===== src/rtl/pli_pkg.sv =====
package pli_pkg;

    localparam int CAPACITY = 64;
    localparam int IDX_W    = $clog2(CAPACITY);
    localparam int CNT_W    = $clog2(CAPACITY + 1);
    localparam int OP_W     = 4;
    localparam int POS_W    = 7;
    localparam int VAL_W    = 32;
    localparam int ST_W     = 2;
    localparam int CMP_W    = (POS_W > CNT_W) ? POS_W : CNT_W;

    typedef enum logic [OP_W-1:0] {
        OP_INS_HEAD = 4'd0,
        OP_INS_TAIL = 4'd1,
        OP_INS_AT   = 4'd2,
        OP_DEL_HEAD = 4'd3,
        OP_DEL_TAIL = 4'd4,
        OP_DEL_AT   = 4'd5,
        OP_GET_HEAD = 4'd6,
        OP_GET_TAIL = 4'd7,
        OP_GET_AT   = 4'd8
    } t_opcode;

    typedef enum logic [ST_W-1:0] {
        ST_OK     = 2'd0,
        ST_EMPTY  = 2'd1,
        ST_BADPOS = 2'd2,
        ST_FULL   = 2'd3
    } t_status;

    // Shift command broadcast to every cell of the chain.
    typedef struct packed {
        logic                    ins;
        logic                    del;
        logic [IDX_W-1:0]        at;
        logic signed [VAL_W-1:0] value;
    } t_cell_cmd;

endpackage


===== src/rtl/pli_cell.sv =====
module pli_cell
    import pli_pkg::*;
(
    input  logic                    i_clk,
    input  t_cell_cmd               i_cmd,
    input  logic [IDX_W-1:0]        i_index,
    input  logic signed [VAL_W-1:0] i_left,
    input  logic signed [VAL_W-1:0] i_right,
    output logic signed [VAL_W-1:0] o_value
);

    logic signed [VAL_W-1:0] r_value;
    logic signed [VAL_W-1:0] n_value;

    // On insert the cell at the gap takes the new value and the cells behind
    // it take their left neighbor; on delete every cell from the gap on takes
    // its right neighbor.
    always_comb begin
        n_value = r_value;
        if (i_cmd.ins) begin
            if (i_index > i_cmd.at) begin
                n_value = i_left;
            end else if (i_index == i_cmd.at) begin
                n_value = i_cmd.value;
            end
        end else if (i_cmd.del) begin
            if (i_index >= i_cmd.at) begin
                n_value = i_right;
            end
        end
    end

    always_ff @(posedge i_clk) begin
        r_value <= n_value;
    end

    assign o_value = r_value;

endmodule

===== config.mk =====
export PLATFORM = sky130hd
export DESIGN_NAME = pli_cell
export DESIGN_NICKNAME = d
export VERILOG_FILES = /design/src/rtl/pli_pkg.sv /design/src/rtl/pli_cell.sv
export SDC_FILE = /design/constraint.sdc
export NUM_CORES = 1
export LEC_CHECK = 0
export BUFFER_PORTS_ARGS = -buffer_cell sky130_fd_sc_hd__buf_2
export CAP_MARGIN = 0
export CORE_ASPECT_RATIO = 0.8
export CORE_UTILIZATION = 40
export DETAILED_ROUTE_END_ITERATION = 12
export GPL_ROUTABILITY_DRIVEN = 1
export GPL_TIMING_DRIVEN = 0
export PLACE_DENSITY = 0.81
export SYNTH_ARGS = -nofsm -noshare
export SYNTH_HDL_FRONTEND = slang
export SYNTH_SLANG_ARGS = --single-unit

===== constraint.sdc =====
create_clock -name i_clk -period 2.5 [get_ports i_clk]
set_input_delay 0.5 -clock i_clk [delete_from_list [all_inputs] [get_ports i_clk]]
set_output_delay 0.5 -clock i_clk [all_outputs]
set_load 0.05 [all_outputs]

==> results of run 1 <==
cells in the final DEF, fill, tap and decap left out, types with 2 or more instances in the layout:
master	Yosys	layout
a21oi_1	5	5
buf_2	3	145
buf_6	3	3
clkbuf_1	3	3
clkbuf_8	0	5
edfxtp_1	32	32
ha_1	6	6
inv_1	9	9
nand2_1	2	2
nand2b_1	2	2
nor3_1	2	2
o221a_1	30	30
or2_2	31	31
power groups by stage:
stage	logic (W)	registers (W)	clock network [W]
6_report	0.000680	0.000721	0.000483
4_1_cts	0.000684	0.000722	0.000493
3_5_place_dp	0.000683	0.000734	0
5_1_grt	0.000722	0.000729	0.000518
2_1_floorplan	0.000172	0.00104	0
3_3_place_gp	0.000677	0.000729	0
stage by stage:
step	hold slack, ps	util, %	TNS, ps
2_1_floorplan	739	-	0
3_3_place_gp	838	61.0	-10300
3_5_place_dp	840	61.0	-10630
4_1_cts	550	63.6	0
5_1_grt	556	63.6	0
6_report	555	63.6	0
Yosys cell counts:
cell	n	area share, %
o41ai_1	1	0.47
edfxtp_1	32	52
nand4_2	1	0.68
a21oi_1	5	1.4
o32ai_1	1	0.47
ha_1	6	4.1
or2_2	31	11
o21bai_4	1	1.0
a211o_4	1	0.95
and3_1	1	0.34
inv_1	9	1.8
o21a_1	2	0.81
buf_2	3	0.81
nor2_1	1	0.20
a31oi_1	1	0.34
nor2b_1	1	0.34
o221a_1	30	18
nor3_1	2	0.54
clkbuf_1	3	0.61
nand2b_1	2	0.68
nand2_1	2	0.41
o221a_2	1	0.61
o21ai_0	1	0.27
and3b_1	1	0.47
buf_6	3	1.8
cell type report:
| cell class | instances | area [µm²] | share of cell area (%) |
|---|---|---|---|
| plain buffers | 9 | 60.1 | 2.19 |
| clock buffers | 5 | 68.8 | 2.51 |
| clock inverters | 3 | 42.5 | 1.55 |
| inverters | 9 | 33.8 | 1.23 |
| multi-input cells | 92 | 792 | 28.9 |
| flip-flops and latches | 32 | 961 | 35.1 |
| well taps | 57 | 71.3 | 2.60 |
| repair buffers | 142 | 711 | 25.9 |
worst max-delay path by stage:
stage                          from          end  slack, ps
after floorplan           i_cmd[37]   o_value[0]        120
after global routing      i_cmd[37]   o_value[6]        270
after global placement    i_cmd[37]  o_value[16]       -320
after CTS                 i_cmd[37]  o_value[10]        400
final                     i_cmd[37]   o_value[0]        420
after detailed placement  i_cmd[37]   o_value[3]       -330
layer usage:
metal | wire length [µm] | vias up | share of wire, % | GRT usage [%]
met5 | 0 | - | 0 | 0
met4 | 46 | 0 | 0.93 | 6.02
met3 | 374 | 4 | 7.5 | 4.38
met2 | 2500 | 94 | 50 | 36.2
met1 | 2040 | 782 | 41 | 26.0
li1 | - | 863 | - | -
repair_timing:
action | 4_1_cts | 5_1_grt
hold endpoints to repair | 0 | 0
endpoints found under the setup margin | 32 | 0
gates resized for setup | 1 | 0
kinds of logic after synthesis:
kind of cell	count (synthesis)	synth area share, %
AO/OA/AOI/OAI	44	24.6
buffers and inverters	18	5.08
adder cells (fa/ha/maj)	6	4.07
flip-flops	32	52.1
AND/OR/NAND/NOR	42	14.2
critical path, stage by stage:
cell	delay, ps
buf_2	70
inv_1	30
ha_1	310
nand2_1	60
o21a_1	240
o21ai_0	100
o21a_2	650
==> results_dict.tcl, run 1 <==
set metrics [dict create \
    largest_register_ffs 32 \
    fin_crit_ps 2080 \
    design.die.area_um2 4890 \
    fin_crit_sh_pct 83.2 \
    dp.cells 341 \
    place_ws_ps -333 \
    core_area_um2 4310 \
    cts_tree "done" \
    end_kind "flop" \
    io_pins 143 \
    cts_setup_buffers 0 \
    fp.dieH_um 62.8 \
    postCtsHoldBufs 0 \
    drt_iter0_drc 42 \
    grt_max_degree 33 \
    clock.fmax_mhz 481 \
    fillCellCount 366 \
    p_comb_share_pct 36.1 \
    grt_usage_pct 20.8 \
    min_from "i_cmd[18]" \
    relSlewSlack_pct 50.3 \
    routed_wl_um 4960 \
    grt-ovfl-total 0 \
    stdcell_count 349 \
    drv_cap 0 \
    area_delta_synth_final_pct 48.5 \
    hpwl_um 4000 \
    wl_per_cell_um 14.2 \
    tightest_slew_ps 746 \
    final_layout_size_suffix_gt1_share_pct 65.8 \
    cts.clk_slew.worst_paths_ps 70 \
    ys_seq_area_share_pct 52.1 \
    required_ps 2410 \
    drc 0 \
    critPathLaunchType "primary input" \
    switching_power_w 0.000674 \
    setup_ws_ps 419 \
    seqPwrFrac_pct 38.3 \
    portBuffers 142 \
    syn_nets 259 \
    cts_sinks 32 \
    place_congestion 0.752 \
    avgSynthCellArea_um2 13.0 \
    num_antenna_cells 0 \
    drv_slew 0 \
    grt_pass1_wl_um 7820 \
    vias_per_cell 4.99 \
    synth_cell_types 25 \
    ys_ff_latch 32 \
    syn_inst 142 \
    final_area_um2 2740 \
    setup_viol 0 \
    power.leakage_nw 1.26 \
    antenna_left 0 \
    rsz0062_at_grt "false" \
    cts_buffers 5 \
    min_path_type "in -> reg" \
    row_count 21 \
    cts_max_level 2 \
    swShare_pct 35.7 \
    cp_max_fo 32 \
    grt_pass1_vias 1643 \
    hold_violations 0 \
    antenna_found_initial 0 \
    crit_arrival_ps 1990 \
    drt_first_pass_iters 4 \
    clkPwrFrac_pct 25.6 \
    start_util_pct 42.8 \
    status "finished clean" \
    path_class "in -> reg" \
    ys.warnings.count 0 \
    clockBufferDepth 2 \
    worstHoldPathCells 2 \
    cts-root-buf "clkbuf_8" \
    finalPower_w 0.00189 \
    placed_cell_area_um2 2630 \
    power.density_nw_per_um2 688 \
    vias 1743 \
    netlist_area_um2 1850 \
    nNetsFinal 408 \
    min_to "o_value[18]" \
    die_w_um 77.9 \
    ir_worst_vdd_v 0.000399 \
    p_int_w 0.00121 \
]
No activity file was read; power rests on OpenSTA's default activity.
==> inputs of run 2 (changes only) <==
- CORE_UTILIZATION: 40 -> 36
- PLACE_DENSITY: 0.81 -> 0.77
- clock period: 2.5 -> 1.75 ns (I/O delays scaled with it)
==> results_dict.tcl, run 2 (same netlist as run 1, synthesis figures left out) <==
set metrics [dict create \
    postCtsHoldBufs 0 \
    grt_pass1_wl_um 8160 \
    num_antenna_cells 0 \
    fp.dieH_um 66.0 \
    fin_crit_ps 1790 \
    end_kind "flop" \
    drv_slew 0 \
    status "finished with violations" \
    violations "negative setup slack" \
    dp.cells 344 \
    largest_register_ffs 32 \
    hold_violations 0 \
    finalPower_w 0.00280 \
    grt_max_degree 33 \
    stdcell_count 356 \
    cts_tree "done" \
    routed_wl_um 5730 \
    ir_worst_vdd_v 0.000457 \
    final_util_pct 62.2 \
    clkPwrFrac_pct 25.4 \
    power.leakage_nw 1.30 \
    swShare_pct 36.4 \
    design.die.area_um2 5420 \
    cts_sinks 32 \
    area_delta_synth_final_pct 60.4 \
    power.density_nw_per_um2 947 \
    final_common_cell "buf_2" \
    relSlewSlack_pct 66.6 \
    start_util_pct 38.8 \
    drt_iter0_drc 62 \
    worstHoldPathCells 3 \
    final_layout_size_suffix_gt1_share_pct 71.6 \
    crit_arrival_ps 1820 \
    grt_usage_pct 20.8 \
    wl_per_cell_um 16.1 \
    clock.fmax_mhz 558 \
    tightest_slew_ps 502 \
    setup_viol 29 \
    min_from "i_right[30]" \
    cp_max_fo 10 \
    drv_cap 0 \
    min_to "o_value[30]" \
    path_class "in -> reg" \
    cts.clk_slew.worst_paths_ps 80 \
    antenna_left 0 \
    cts_max_level 2 \
    nNetsFinal 412 \
    clockBufferDepth 2 \
    io_pins 143 \
    required_ps 1780 \
    core_area_um2 4760 \
    setup_ws_ps -40.8 \
    switching_power_w 0.00102 \
    grt-ovfl-total 0 \
    grt_pass1_vias 1796 \
    seqPwrFrac_pct 36.7 \
    row_count 22 \
    place_ws_ps -422 \
    vias_per_cell 5.18 \
    drt_first_pass_iters 4 \
    die_w_um 82.1 \
    cts-root-buf "clkbuf_8" \
    drc 0 \
    fillCellCount 395 \
    holdWs_ps 388 \
    place_congestion 0.780 \
    critPathLaunchType "primary input" \
    p_comb_share_pct 38.0 \
    antenna_found_initial 0 \
    hpwl_um 4320 \
    final_cell_mix "buf_2 (137), edfxtp_1 (32), or2_2 (31)" \
    p_int_w 0.00178 \
    fin_crit_sh_pct 102 \
    vias 1843 \
    portBuffers 142 \
    cts_buffers 5 \
    rsz0062_at_grt "true" \
    min_path_type "in -> reg" \
]
==> run 2: cell types whose count changed in the layout (fill, tap and decap cells not counted), sizes merged <==
cell,before,now
o21a,2,4
buf,148,149
clkbuf,8,9
==> run 2: area by class of cell <==
type                            instances  area [µm²]  area share, %
Clock buffer                            5        68.8           2.32
Clock inverter                          3        42.5           1.44
Multi-Input combinational cell         94         930           31.4
Inverter                                9        43.8           1.48
Buffer                                  9        62.6           2.11
Timing Repair Buffer                  144         777           26.2
Sequential cell                        32         961           32.5
Tap cell                               60        75.1           2.54
==> run 2: timing repair <==
item,4_1_cts,5_1_grt
setup buffers,1,0
setup endpoints to repair,62,62
pin swaps,4,0
gates resized for setup,15,7
endpoints found under the hold margin,0,0
cloned,1,2
==> run 2: critical path: stages <==
cell and delay [ps]:
buf_8 90, inv_8 30, ha_4 270, a21oi_2 60
o21a_4 240, a211o_4 380, buf_6 150, o221a_1 250
==> run 2: worst max-delay path by stage <==
| stage | startpoint | endpoint | slack, ps | cells after the start |
|---|---|---|---|---|
| finish | i_cmd[35] | o_value[27] | -40 | 8 |
| global route | i_cmd[35] | o_value[13] | -60 | 8 |
| CTS | i_cmd[35] | o_value[1] | -10 | 8 |
| detailed placement | i_cmd[35] | o_value[3] | -420 | 8 |
| global placement | i_cmd[35] | o_value[27] | -390 | 8 |
| floorplan | i_cmd[35] | o_value[0] | -140 | 7 |
==> run 2: power by group through the flow <==
stage	clock network [W]	registers (W)	logic, W
2_1_floorplan	0	0.00149	0.000270
3_3_place_gp	0	0.00104	0.000999
3_5_place_dp	0	0.00105	0.00101
4_1_cts	0.000726	0.00103	0.00104
5_1_grt	0.000755	0.00104	0.00113
6_report	0.000711	0.00103	0.00107
==> run 2: through the flow <==
step                      area (µm²)  TNS (ps)
after global routing            2960     -1220
after detailed placement        2720    -23200
final                           2960      -531
after global placement          2720    -21200
after floorplan                 1930     -4100
after CTS                       2920     -54.3
==> run 2: per-layer routing <==
layer  global-route usage (%)  share of wire, %  vias up
li1                         -                 -      876
met1                     23.0                40      840
met2                     37.2                50      112
met3                     4.69               7.0       15
met4                     10.3               2.3        0
met5                        0                 0        -
